File: config.mk
export PLATFORM = sky130hd
export DESIGN_NAME = gbts_ctrl
export DESIGN_NICKNAME = d
export VERILOG_FILES = /design/src/rtl/gbts_pkg.sv /design/src/rtl/gbts_ctrl.sv
export SDC_FILE = /design/constraint.sdc
export NUM_CORES = 1
export LEC_CHECK = 0
export BUFFER_PORTS_ARGS = -buffer_cell sky130_fd_sc_hd__buf_2
export CORE_ASPECT_RATIO = 1.25
export CORE_MARGIN = 5
export CORE_UTILIZATION = 50
export DETAILED_ROUTE_END_ITERATION = 7
export PLACE_DENSITY_LB_ADDON = 0.15
export SLEW_MARGIN = 20
export SYNTH_ARGS = -nofsm -noshare
export SYNTH_HDL_FRONTEND = slang
export SYNTH_SLANG_ARGS = --single-unit
File: constraint.sdc
create_clock -name clk -period 4.8 [get_ports clk]
set_clock_uncertainty 0.15 [all_clocks]
set_input_delay 0.96 -clock clk [delete_from_list [all_inputs] [get_ports clk]]
set_output_delay 0.96 -clock clk [all_outputs]
set_load 0.005 [all_outputs]
File: src/rtl/gbts_pkg.sv
`timescale 1ns / 1ps
`default_nettype none
// ----------------------------------------------------------------------------
// gbts_pkg
// shared types, codes and defaults of the gap buffer text store
// ----------------------------------------------------------------------------
package gbts_pkg;

    localparam int CAPACITY_DEF = 4096;
    localparam int ACT_W        = 2;
    localparam int POS_W        = 13;
    localparam int CHAR_W       = 16;
    localparam int STAT_W       = 2;

    localparam logic [ACT_W-1:0] ACT_INSERT = 2'd0;
    localparam logic [ACT_W-1:0] ACT_REMOVE = 2'd1;
    localparam logic [ACT_W-1:0] ACT_READ   = 2'd2;

    localparam logic [STAT_W-1:0] STAT_OK    = 2'd0;
    localparam logic [STAT_W-1:0] STAT_FULL  = 2'd1;
    localparam logic [STAT_W-1:0] STAT_RANGE = 2'd2;

    typedef enum logic [1:0] {
        ST_IDLE,
        ST_WALK,
        ST_EXEC,
        ST_READ
    } state_t;

endpackage

`default_nettype wire

File: src/rtl/gbts_ctrl.sv
`timescale 1ns / 1ps
`default_nettype none
// ----------------------------------------------------------------------------
// gbts_ctrl
// action sequencer: checks, gap walk over the ram, edit and result register
// ----------------------------------------------------------------------------
module gbts_ctrl #(
    parameter int CAPACITY = gbts_pkg::CAPACITY_DEF
) (
    input  wire logic                          clk,
    input  wire logic                          rst_n,
    input  wire logic                          start,
    input  wire logic [gbts_pkg::ACT_W-1:0]    action,
    input  wire logic [gbts_pkg::POS_W-1:0]    position,
    input  wire logic [gbts_pkg::CHAR_W-1:0]   character,
    input  wire logic [gbts_pkg::POS_W-1:0]    count,
    output logic                               busy,
    output logic                               done,
    output logic      [gbts_pkg::CHAR_W-1:0]   read_char,
    output logic      [gbts_pkg::POS_W-1:0]    text_length,
    output logic      [gbts_pkg::STAT_W-1:0]   status,
    output logic                               mem_we,
    output logic      [$clog2(CAPACITY)-1:0]   mem_waddr,
    output logic      [gbts_pkg::CHAR_W-1:0]   mem_wdata,
    output logic      [$clog2(CAPACITY)-1:0]   mem_raddr,
    input  wire logic [gbts_pkg::CHAR_W-1:0]   mem_rdata
);

    localparam int AW = $clog2(CAPACITY);
    localparam int LW = $clog2(CAPACITY + 1);
    localparam int CW = ((LW > gbts_pkg::POS_W) ? LW : gbts_pkg::POS_W) + 1;
    localparam logic [LW-1:0] CAP_L = LW'(CAPACITY);

    gbts_pkg::state_t state_reg, state_next;

    logic [gbts_pkg::ACT_W-1:0]  act_reg,  act_next;
    logic [gbts_pkg::CHAR_W-1:0] char_reg, char_next;
    logic [LW-1:0]               cnt_reg,  cnt_next;
    logic [LW-1:0]               tgt_reg,  tgt_next;
    logic [LW-1:0]               gs_reg,   gs_next;
    logic [LW-1:0]               gl_reg,   gl_next;
    logic                        pend_reg, pend_next;
    logic [AW-1:0]               wa_reg,   wa_next;
    logic                        done_reg, done_next;
    logic [gbts_pkg::CHAR_W-1:0] rc_reg,   rc_next;
    logic [gbts_pkg::POS_W-1:0]  tl_reg,   tl_next;
    logic [gbts_pkg::STAT_W-1:0] st_reg,   st_next;

    logic          accept;
    logic [CW-1:0] pos_x;
    logic [CW-1:0] cnt_x;
    logic [CW-1:0] end_x;
    logic [CW-1:0] len_x;
    logic          ins_ok;
    logic          rem_ok;
    logic          rd_ok;
    logic          ins_full;
    logic [AW-1:0] rd_addr;
    logic          walk_done;

    // admission checks on the incoming transfer
    always_comb
    begin
        accept    = start && (state_reg == gbts_pkg::ST_IDLE);
        pos_x     = CW'(position);
        cnt_x     = CW'(count);
        end_x     = pos_x + cnt_x;
        len_x     = CW'(CAP_L - gl_reg);
        ins_full  = (gl_reg == '0);
        ins_ok    = (pos_x <= len_x) && !ins_full;
        rem_ok    = (end_x <= len_x);
        rd_ok     = (pos_x < len_x);
        // logical to physical: skip the gap when past its start
        rd_addr   = (pos_x < CW'(gs_reg)) ? AW'(pos_x) : AW'(pos_x + CW'(gl_reg));
        walk_done = (gs_reg == tgt_reg) && !pend_reg;
    end

    // next state
    always_comb
    begin
        state_next = state_reg;
        unique case (state_reg)
            gbts_pkg::ST_IDLE:
            begin
                if (accept)
                begin
                    case (action)
                        gbts_pkg::ACT_INSERT:
                        begin
                            if (pos_x <= len_x && !ins_full)
                            begin
                                state_next = gbts_pkg::ST_WALK;
                            end
                        end
                        gbts_pkg::ACT_REMOVE:
                        begin
                            if (rem_ok)
                            begin
                                state_next = gbts_pkg::ST_WALK;
                            end
                        end
                        gbts_pkg::ACT_READ:
                        begin
                            if (rd_ok)
                            begin
                                state_next = gbts_pkg::ST_READ;
                            end
                        end
                        default:
                        begin
                            state_next = gbts_pkg::ST_IDLE;
                        end
                    endcase
                end
            end
            gbts_pkg::ST_WALK:
            begin
                if (walk_done)
                begin
                    state_next = gbts_pkg::ST_EXEC;
                end
            end
            gbts_pkg::ST_EXEC:
            begin
                state_next = gbts_pkg::ST_IDLE;
            end
            gbts_pkg::ST_READ:
            begin
                state_next = gbts_pkg::ST_IDLE;
            end
            default:
            begin
                state_next = gbts_pkg::ST_IDLE;
            end
        endcase
    end

    // datapath, ram requests and result register
    always_comb
    begin
        logic [LW-1:0] new_gl;
        logic [CW-1:0] new_len;

        act_next  = act_reg;
        char_next = char_reg;
        cnt_next  = cnt_reg;
        tgt_next  = tgt_reg;
        gs_next   = gs_reg;
        gl_next   = gl_reg;
        pend_next = pend_reg;
        wa_next   = wa_reg;
        done_next = 1'b0;
        rc_next   = rc_reg;
        tl_next   = tl_reg;
        st_next   = st_reg;
        mem_we    = 1'b0;
        mem_waddr = wa_reg;
        mem_wdata = mem_rdata;
        mem_raddr = rd_addr;
        new_gl    = gl_reg;
        new_len   = len_x;

        unique case (state_reg)
            gbts_pkg::ST_IDLE:
            begin
                if (accept)
                begin
                    act_next  = action;
                    char_next = character;
                    cnt_next  = LW'(cnt_x);
                    tgt_next  = (action == gbts_pkg::ACT_INSERT) ? LW'(pos_x) : LW'(end_x);
                    pend_next = 1'b0;
                    // refused actions answer at once
                    if (!((action == gbts_pkg::ACT_INSERT && ins_ok)
                          || (action == gbts_pkg::ACT_REMOVE && rem_ok)
                          || (action == gbts_pkg::ACT_READ && rd_ok)))
                    begin
                        done_next = 1'b1;
                        rc_next   = '0;
                        tl_next   = len_x[gbts_pkg::POS_W-1:0];
                        if (action == gbts_pkg::ACT_INSERT && pos_x <= len_x)
                        begin
                            st_next = gbts_pkg::STAT_FULL;
                        end
                        else
                        begin
                            st_next = gbts_pkg::STAT_RANGE;
                        end
                    end
                end
            end
            gbts_pkg::ST_WALK:
            begin
                // write back the element fetched last cycle
                mem_we = pend_reg;
                if (gs_reg != tgt_reg)
                begin
                    pend_next = 1'b1;
                    if (gs_reg < tgt_reg)
                    begin
                        mem_raddr = AW'(gs_reg + gl_reg);
                        wa_next   = AW'(gs_reg);
                        gs_next   = gs_reg + LW'(1);
                    end
                    else
                    begin
                        mem_raddr = AW'(gs_reg - LW'(1));
                        wa_next   = AW'(gs_reg + gl_reg - LW'(1));
                        gs_next   = gs_reg - LW'(1);
                    end
                end
                else
                begin
                    pend_next = 1'b0;
                end
            end
            gbts_pkg::ST_EXEC:
            begin
                if (act_reg == gbts_pkg::ACT_INSERT)
                begin
                    mem_we    = 1'b1;
                    mem_waddr = AW'(gs_reg);
                    mem_wdata = char_reg;
                    gs_next   = gs_reg + LW'(1);
                    new_gl    = gl_reg - LW'(1);
                end
                else
                begin
                    gs_next = gs_reg - cnt_reg;
                    new_gl  = gl_reg + cnt_reg;
                end
                gl_next   = new_gl;
                new_len   = CW'(CAP_L - new_gl);
                done_next = 1'b1;
                rc_next   = '0;
                tl_next   = new_len[gbts_pkg::POS_W-1:0];
                st_next   = gbts_pkg::STAT_OK;
            end
            gbts_pkg::ST_READ:
            begin
                done_next = 1'b1;
                rc_next   = mem_rdata;
                tl_next   = len_x[gbts_pkg::POS_W-1:0];
                st_next   = gbts_pkg::STAT_OK;
            end
            default:
            begin
                done_next = 1'b0;
            end
        endcase
    end

    always_ff @(posedge clk or negedge rst_n)
    begin
        if (!rst_n)
        begin
            state_reg <= gbts_pkg::ST_IDLE;
            gs_reg    <= '0;
            gl_reg    <= CAP_L;
            pend_reg  <= 1'b0;
            done_reg  <= 1'b0;
            rc_reg    <= '0;
            tl_reg    <= '0;
            st_reg    <= gbts_pkg::STAT_OK;
        end
        else
        begin
            state_reg <= state_next;
            gs_reg    <= gs_next;
            gl_reg    <= gl_next;
            pend_reg  <= pend_next;
            done_reg  <= done_next;
            rc_reg    <= rc_next;
            tl_reg    <= tl_next;
            st_reg    <= st_next;
        end
    end

    // operands of the action in progress
    always_ff @(posedge clk)
    begin
        act_reg  <= act_next;
        char_reg <= char_next;
        cnt_reg  <= cnt_next;
        tgt_reg  <= tgt_next;
        wa_reg   <= wa_next;
    end

    assign busy        = (state_reg != gbts_pkg::ST_IDLE);
    assign done        = done_reg;
    assign read_char   = rc_reg;
    assign text_length = tl_reg;
    assign status      = st_reg;

endmodule

`default_nettype wire

# After elaboration in Yosys (flattened, before gate mapping)
# Index checks and enable logic that the tools add are counted.
dict set report classes {
  addsub 11
  mul 0
  div 0
  order_cmp 5
  n_eq_ne 14
  n_shift 0
  n_mux 41
  bitwise 0
  reduce_logical 28
}
# cell n
set op_table {}
lappend op_table {{two-way mux 13 bit} 8}
lappend op_table {{two-way mux 12 bit} 7}
lappend op_table {{two-way mux 16 bit} 4}
lappend op_table {{one-hot mux 16 bit (3 select lines)} 1}
lappend op_table {{one-hot mux 13 bit (3 select lines)} 1}
lappend op_table {{< comparator 13 bit} 2}
lappend op_table {{one-hot mux 13 bit (2 select lines)} 1}
lappend op_table {{subtractor 13 x 1 -> 13 bit, second input constant} 2}
lappend op_table {{adder 12 bit} 2}
lappend op_table {{two-way mux 2 bit} 8}
lappend op_table {{adder 13 x 13 -> 14 bit} 1}
lappend op_table {{<= comparator 13 x 14 -> 1 bit} 1}
lappend op_table {{<= comparator 14 bit} 1}
lappend op_table {{< comparator 13 x 14 -> 1 bit} 1}
lappend op_table {{subtractor 13 x 13 -> 14 bit, first input constant} 1}
lappend op_table {{adder 13 x 1 -> 13 bit, second input constant} 1}
lappend op_table {{adder 13 bit} 1}
lappend op_table {{equality test 13 bit} 1}
lappend op_table {{logical NOT 13 bit} 1}
lappend op_table {{!= test 13 bit} 1}
lappend op_table {{subtractor 13 bit} 1}
lappend op_table {{subtractor 13 bit, first input constant} 1}
lappend op_table {{one-hot mux 2 bit (3 select lines)} 2}
lappend op_table {{subtractor 12 x 1 -> 12 bit, second input constant} 1}
lappend op_table {{17 further kinds} 48}
dict set report word_totals {
  register_bits 117
  latch_bits 0
  ram_bits 0
  mem_bits_ro 0
  input_bits 63
  output_inout_bits 74
  word_cells 112
  n_memories 0
}

# Logic depth before layout (Yosys ltp)
# Gate-level depths: netlist of run 1.
dict set report logic_depth {
  word_depth 9
  mapped_depth 23
  mapped_depth_nobuf 21
}

# Worst setup path after synthesis of run 1
# Ideal clock, no wire load.
dict set report synth_timing {
  path_type {input port to flip-flop}
  from {input position[0] (netlist name)}
  to {register tl_reg (netlist bit text_length[0])}
  setup_time_ns 0.125
  arrival_time_ns 4.792
  required_ns 4.525
  slack_ns -0.267
  path_stages 21
  path_buffers 1
  cell_sequence {ha_1 > inv_1 > fa_1 > nor2b_1 > o21a_1 > o21ai_0 > nand2b_1 > a31o_2 > a41o_1 > o41ai_1 > xnor2_1 > ha_1 > nand4_1 > or4_1 > o311ai_0 > o211ai_1 > nor2_1 > a221oi_4 > a31oi_2 > buf_6 > mux2_2}
}
dict set report synth_between {
  elab_chain_cells 7
  elab_cells_between_ends 12
  classes_between {add/sub (1); order compare (3); eq/ne (1); reduce/logical (7)}
}
# element line
set synth_lines {}
lappend synth_lines {{from (decl)} gbts_ctrl.sv:14} ;# input wire logic [gbts_pkg::POS_W-1:0] position,
lappend synth_lines {{adder 13 x 13 -> 14 bit / <= comparator 13 x 14 -> 1 bit (equally long branches)} {gbts_ctrl.sv:67, gbts_ctrl.sv:70}}
lappend synth_lines {{<= comparator 14 bit / logical AND 1 bit (equally long branches)} {gbts_ctrl.sv:71, gbts_ctrl.sv:70}}
lappend synth_lines {{logical AND 1 bit (on tied branches)} {gbts_ctrl.sv:175, gbts_ctrl.sv:174}}
lappend synth_lines {{logical OR 1 bit} gbts_ctrl.sv:175} ;# || (action == gbts_pkg::ACT_REMOVE && rem_ok)
lappend synth_lines {{logical OR 1 bit (*)} gbts_ctrl.sv:176} ;# || (action == gbts_pkg::ACT_READ && rd_ok)))
lappend synth_lines {{!= test 2 bit (no line) (*)} -}
lappend synth_lines {{AND reduction 3 bit (no line) (*)} -}
lappend synth_lines {{to (signal assigned)} gbts_ctrl.sv:274} ;# tl_reg <= tl_next;
lappend synth_lines {{to (decl)} gbts_ctrl.sv:46} ;# logic [gbts_pkg::POS_W-1:0] tl_reg, tl_next;
# Every way passes the cells marked *; elsewhere a longest branch is shown, timed or not.
# A chain may end at the register's enable or synchronous reset.

# Final worst setup path of run 1
# Ends and elaborated chain as after synthesis.

==> reports/qor.csv, run 1 <==
stage,metric,value,unit
hold_path,HP Start,text_length[1],
global_route,GRT Total Usage,26.6,%
final_layout,n_diodes,0,
floorplanning,die height,173,µm
timing,slew at the pin with the worst max-slew slack,743,ps
routing,WL met3,2270,µm
setup_path,startpoint types,input pin,
clock_network,CTS root buffer,clkbuf_16,
floorplanning,Starting Density,50.9,%
routing,DR vias/cell,5.79,
logic_synthesis,"area leader, netlist",edfxtp_1,
clock_network,CTS Buffer Depth,2,
floorplanning,I/O pins,137,
clock_network,hold_buf cts,0,
pwr,power per cell area,809,nW/µm²
status,outcome,"finished, violations left",
logic_synthesis,Synth Net Count,1444,
global_route,grt ovf,0,
setup_path,Worst Setup End Kind,register,
setup_path,crit path max fanout,6,
global_route,largest net degree at the start of global routing,56,
global_route,initial antenna violation count,0,
logic_synthesis,Synth top area share,15.9,%
routing,met1 wire length,14200,µm
pwr,Seq pwr share,17.4,%
setup_path,Crit path largest cell delay,460,ps
clock_network,clock-pin slew on the worst setup and hold paths,60,ps
final_layout,Fillers,1886,
status,violated checks,setup timing,
logic_synthesis,leading post-synthesis cells by cell area,"edfxtp_1 16%, ha_1 14%, dfrtp_1 14%",
final_layout,layout cells sized above 1,23.9,%
routing,post-route DRC violation count,0,
clock_network,CTS Buf Count,17,
setup_path,worst reg2reg setup slack,260,ps
routing,drt pass-1 iters,5,
logic_synthesis,"EDFF count, synth",56,
routing,Post-DRT Antenna Nets,0,
hold_path,Hold EP,text_length[1],
final_layout,nets,1635,
placement,DP Wirelength,25800,µm
timing,Final setup viols,12,
timing,Final Hold Fails,0,
setup_path,R2R Path Start,gl_reg[1],
setup_path,WS Path Type,input pin to register,
placement,GP Congestion,0.953,
floorplanning,Die Wd,140,µm
pwr,power share of the clock group,12.0,%
setup_path,FF-to-FF path depth,15,
setup_path,Bufs and invs on worst path,3,
final_layout,most frequent cells in the layout,"177 x nand2_1, 134 x buf_2, 119 x ha_1, 88 x nor2_1, 84 x a21oi_1",
logic_synthesis,Post-synth ARST share,52.1,%
setup_path,Top Family by Delay on Critical Path,compound AO/OA/AOI/OAI gates,
routing,metal2 WL,15700,µm
pwr,Gate power share,70.6,%
placement,Place WS,-547,ps
global_route,first-pass GRT wire length,51300,µm
placement,port buffer count,136,
pwr,VDD IR max,0.000473,V
floorplanning,die area,24200,µm²
clock_network,TritonCTS Sinks,117,
timing,final worst-path cycle share,101,%
pwr,P_int,0.00538,W
routing,DRT Wirelength,33700,µm
clock_network,CTS H-tree depth,4,
final_layout,area added between synthesis and finish,23.7,%
pwr,sw frac,49.3,%
hold_path,worst min-delay path category,register to register,
logic_synthesis,Post-Synthesis Cells,1254,
setup_path,worst reg2reg endpoint,text_length[12],
setup_path,Worst Path Required,4970,ps
pwr,cell leakage power,6.08,nW
clock_network,clk_lat worst skew,440,ps
run,Max Cap Viol,0,
floorplanning,row cnt,59,
timing,final hold slack,338,ps
routing,highest routed layer,met4,
logic_synthesis,synthesized area,10600,µm²
pwr,Switch Pwr,0.00522,W
routing,wire per inst,19.4,µm
timing,Final WS setup,-59.5,ps
final_layout,"most common cell after layout, fill and taps aside",nand2_1,
floorplanning,Core ar.,20800,µm²
timing,minimum clock period,4860,ps
logic_synthesis,"Distinct cells, synth",74,
timing,Slew headroom,50.4,%
routing,vias,10000,
logic_synthesis,ys flop type,dfrtp_1,
timing,Max Clk Rate,206,MHz
setup_path,"Arr. time, crit path",5030,ps
hold_path,Worst Hold Depth,2,
timing,unrepaired setup endpoints after global routing,true,
logic_synthesis,Seq cells post-synth,117,
global_route,vias in the first global route,9326,
timing,"Slew Viols, Final",0,
logic_synthesis,register area share after synthesis,30.3,%
final_layout,final core utilization,62.9,%
setup_path,worst-path cell chain,"buf_8, ha_4, inv_2, fa_2, nor2b_1, o21a_1, o21ai_1, nand2b_1, a31o_2, a41o_1, o41ai_2, xnor2_1, ha_1, nand4_1, or4_4, o311ai_4, o211ai_1, nor2_1, a221oi_4, a31oi_4, buf_12, mux2_4",
logic_synthesis,synth warn,0,
routing,1st-iter DRT viols,782,
clock_network,CTS tree,yes,
setup_path,"Slowest-stage cell, CP",or4_4,
logic_synthesis,"Avg Cell Area, Syn",8.45,µm²
[power by group through the flow]
stage                     sequential, W  combinational (W)  clock (W)
after floorplan                 0.00180            0.00471          0
after global placement          0.00182            0.00669          0
after detailed placement        0.00183            0.00680          0
after CTS                       0.00181            0.00687    0.00128
after global routing            0.00189            0.00819    0.00133
final                           0.00184            0.00748    0.00127
[repair_timing]
action / CTS / global route
gates resized for setup: 3 / 105
cloned: 0 / 5
endpoints found under the setup margin: 24 / 37
setup buffers: 2 / 6
pin swaps: 6 / 47
[per-layer routing]
metal	vias up	GRT usage, %
met5	-	0
met2	363	42.7
met1	4736	34.9
met4	0	12.0
met3	64	4.97
li1	4872	-
[Yosys cell counts (3+ instances only)]
cell	number
xor2_1	24
o211ai_1	12
and3_1	9
nor2b_1	7
o21bai_1	7
mux2_2	21
nand2b_1	9
ha_1	122
nand4_1	15
fa_1	5
xnor2_1	75
a21o_1	16
inv_1	76
clkbuf_1	38
nor3b_1	3
or2_2	5
nor3_1	30
or3_1	10
o21ai_1	4
buf_2	4
a22oi_1	5
o31ai_1	7
dfrtp_1	60
edfxtp_1	56
a211oi_1	13
a21oi_1	87
nor2_1	88
a31oi_1	6
o21ai_0	93
nand2_1	200
a41oi_1	3
or4_1	4
nor4_1	9
o311ai_0	4
nand3_1	30
mux2i_1	26
a21boi_0	5
o21a_1	19
o41ai_1	5
[tightest hold or removal path: cells and delay by family (launching register included)]
kind | cells | cell delay (ps)
simple gates | 1 | 60
flops | 1 | 360
compound gates | 1 | 40
[how the worst max path moves through the flow]
stage | from | to | slack [ps] | cells past startpoint
5_1_grt | position[0] | read_char[5] | -200 | 24
2_1_floorplan | position[2] | text_length[0] | 10 | 19
6_report | position[0] | text_length[0] | -60 | 22
4_1_cts | position[1] | text_length[0] | 10 | 22
3_3_place_gp | position[1] | read_char[8] | -430 | 21
3_5_place_dp | position[1] | read_char[8] | -550 | 22
[stage by stage]
step / cells / cell area [µm²] / TNS, ps / power [W]
floorplan: 1254 / 10600 / 0 / 0.00651
global placement: 1687 / 12000 / -11810 / 0.00851
detailed placement: 1687 / 12000 / -15130 / 0.00863
CTS: 1721 / 12600 / 0 / 0.00996
global route: 1732 / 13100 / -4080 / 0.0114
finish: 1732 / 13100 / -265 / 0.0106
[cells by family after synthesis]
kind of cell / count (synthesis) / synth area share, %
DFF: 117 / 30.3
AOI/OAI and AO/OA: 310 / 18.6
adders and majority gates: 127 / 15.4
and+or+nand+nor: 432 / 18.4
buffers and inverters: 122 / 4.45
xor gates and xnor gates: 99 / 8.19
muxes: 47 / 4.69
[area by class of cell]
type	count	area (µm²)	share of cell area [%]
Inverter	78	295	2.25
Timing Repair Buffer	216	1460	11.1
Tap cell	274	343	2.62
Clock buffer	17	425	3.25
Sequential cell	117	3210	24.5
Multi-Input combinational cell	1015	7220	55.1
Clock inverter	15	156	1.19
Power figures use the tool's default switching activity.
==> run 2: changes to the inputs <==
ABC_CLOCK_PERIOD_IN_PS = 4800   (was not set)
CORE_UTILIZATION = 40   (was 50)
==> reports/qor.csv, run 2 (same netlist as run 1, synthesis figures left out) <==
stage,metric,value,unit,change
status,outcome,finished clean,,
routing,Post-DRT Antenna Nets,0,,unchanged
clock_network,CTS Buffer Depth,2,,unchanged
setup_path,WS Path Type,input pin to register,,
setup_path,"Slowest-stage cell, CP",or4_4,,
pwr,power share of the clock group,12.3,%,+0.3 points
timing,Slew headroom,45.3,%,-5.1 points
setup_path,Worst Path Required,4960,ps,about the same
routing,1st-iter DRT viols,627,,-20%
placement,GP Congestion,0.905,,-5.0%
setup_path,startpoint types,input pin,,
final_layout,n_diodes,0,,unchanged
global_route,initial antenna violation count,0,,unchanged
global_route,GR met2 Demand/Resource,39.0,%,-3.7 points
global_route,first-pass GRT wire length,53900,µm,+5.1%
setup_path,Crit path largest cell delay,440,ps,-20 ps
routing,DR vias/cell,5.48,,-5.4%
pwr,VDD IR max,0.000292,V,-38%
setup_path,worst-path cell chain,"buf_8, ha_4, inv_2, fa_2, nor2b_1, o21a_1, o21ai_1, nand2b_1, a31o_4, a41o_4, o41ai_4, xnor2_1, ha_1, nand4_1, or4_4, o311ai_1, o211ai_1, nor2_1, a221oi_4, a31oi_4, buf_12, mux2_4",,
floorplanning,I/O pins,137,,unchanged
final_layout,Fillers,2610,,+38%
setup_path,R2R Path Start,cnt_reg[1],,
setup_path,worst reg2reg endpoint,text_length[12],,
hold_path,HP Start,read_char[12],,
timing,final worst-path cycle share,97.2,%,-4.1 points
final_layout,multi-input logic area,7100,µm²,-1.6%
setup_path,crit path max fanout,5,,-1
routing,drt pass-1 iters,5,,unchanged
global_route,largest net degree at the start of global routing,56,,unchanged
clock_network,clk_lat worst skew,430,ps,about the same
final_layout,most frequent cells in the layout,"200 x nand2_1, 134 x buf_2, 118 x ha_1, 86 x nor2_1, 86 x o21ai_0",,
clock_network,hold_buf cts,0,,unchanged
run,Max Cap Viol,0,,unchanged
pwr,Seq pwr share,18.0,%,+0.6 points
global_route,busiest grt layer,met2,,
clock_network,TritonCTS Sinks,117,,unchanged
timing,minimum clock period,4660,ps,-196 ps
timing,Max Clk Rate,214,MHz,+4.2%
floorplanning,Starting Density,40.6,%,-10 points
global_route,vias in the first global route,9487,,+1.7%
placement,port buffer count,136,,unchanged
pwr,Gate power share,69.7,%,-0.9 points
pwr,cell leakage power,5.95,nW,-2.1%
hold_path,Hold EP,read_char[12],,
clock_network,clock-pin slew on the worst setup and hold paths,60,ps,about the same
routing,post-route DRC violation count,0,,unchanged
pwr,Switch Pwr,0.00505,W,-3.4%
timing,unrepaired setup endpoints after global routing,true,,
hold_path,Worst Hold Depth,2,,unchanged
final_layout,"most common cell after layout, fill and taps aside",nand2_1,,
timing,Final WS setup,136,ps,+196 ps
final_layout,Reg area,3210,µm²,unchanged
routing,wire per inst,19.5,µm,+0.43%
floorplanning,die area,29900,µm²,+23%
clock_network,CTS H-tree depth,4,,unchanged
global_route,GRT Total Usage,23.4,%,-3.2 points
floorplanning,die height,192,µm,+11%
placement,DP Wirelength,28000,µm,+8.4%
timing,Final Hold Fails,0,,unchanged
clock_network,CTS tree,yes,,
clock_network,CTS Buf Count,17,,unchanged
timing,slew at the pin with the worst max-slew slack,820,ps,+76.6 ps
setup_path,worst reg2reg setup slack,290,ps,+30 ps
global_route,met1 Resource Use GR,30.7,%,-4.3 points
timing,Final setup viols,0,,-12
routing,DRT Wirelength,35200,µm,+4.4%
global_route,met3 Use GR,2.91,%,-2.1 points
hold_path,worst min-delay path category,register to register,,
timing,Post-Route Setup TNS,0,ps,+265 ps
setup_path,FF-to-FF path depth,16,,+1
floorplanning,row cnt,66,,+12%
pwr,P_int,0.00525,W,-2.3%
pwr,power per cell area,792,nW/µm²,-2.1%
final_layout,area added between synthesis and finish,22.7,%,
setup_path,"Arr. time, crit path",4820,ps,-210 ps
global_route,grt ovf,0,,unchanged
clock_network,CTS root buffer,clkbuf_16,,
routing,vias,9867,,-1.7%
pwr,sw frac,49.0,%,-0.26 points
floorplanning,Core ar.,26100,µm²,+25%
timing,"Slew Viols, Final",0,,unchanged
setup_path,Worst Setup End Kind,register,,
floorplanning,Die Wd,156,µm,+11%
final_layout,layout cells sized above 1,21.5,%,-2.4 points
placement,Place WS,-548,ps,-1.32 ps
final_layout,nets,1638,,+0.18%
[run 2: per-stage QoR]
step	utilization [%]	area, µm²	power (W)	instances	hold slack [ps]
CTS	49.0	12800	0.0101	1796	330
global placement	46.7	12200	0.00874	1765	307
finish	49.8	13000	0.0103	1800	323
global route	49.8	13000	0.0112	1800	347
detailed placement	46.7	12200	0.00882	1765	316
floorplan	-	10600	0.00651	1254	323
[run 2: how the worst max path moves through the flow]
stage	start	slack [ps]	end	cells after the start
6_report	position[0]	140	text_length[0]	22
5_1_grt	position[0]	-20	text_length[12]	24
4_1_cts	position[1]	40	text_length[12]	22
3_5_place_dp	position[1]	-550	text_length[3]	21
3_3_place_gp	position[1]	-440	text_length[1]	21
2_1_floorplan	position[2]	10	text_length[0]	19
[run 2: repair_timing]
action | 4_1_cts | 5_1_grt
buffers inserted | 0 | 3
endpoints found under the setup margin | 29 | 35
cloned | 0 | 1
pin swaps | 5 | 20
resized for setup | 3 | 35
[run 2: metal layers]
layer  up-vias  share of wire, %  routed length (µm)
li1       4873                 -                   -
met1      4684                44               15400
met2       255                48               16900
met3        55               4.7                1640
met4         0               3.7                1290
met5         -                 0                   0
[run 2: layout make-up]
class / instances / area share (%)
sequential: 117 / 24.7
clock buffer: 18 / 3.47
timing repair buffer: 219 / 10.7
clock inverter: 13 / 0.953
inverter: 78 / 2.27
tap: 340 / 3.27
multi-input combinational: 1015 / 54.6
[run 2: power groups by stage]
stage | logic (W) | registers, W | clock network (W)
3_5_place_dp | 0.00695 | 0.00187 | 0
5_1_grt | 0.00793 | 0.00190 | 0.00133
4_1_cts | 0.00700 | 0.00185 | 0.00128
6_report | 0.00718 | 0.00185 | 0.00126
2_1_floorplan | 0.00471 | 0.00180 | 0
3_3_place_gp | 0.00687 | 0.00186 | 0
[run 2: worst max-delay path, delay by kind of cell]
family / cells / cell delay, ps
AO/OA/AOI/OAI: 9 / 1560
AND/OR/NAND/NOR: 5 / 910
adder cells (fa/ha/maj): 3 / 670
XOR/XNOR: 1 / 120
multiplexers: 1 / 290
buffers and inverters: 3 / 300
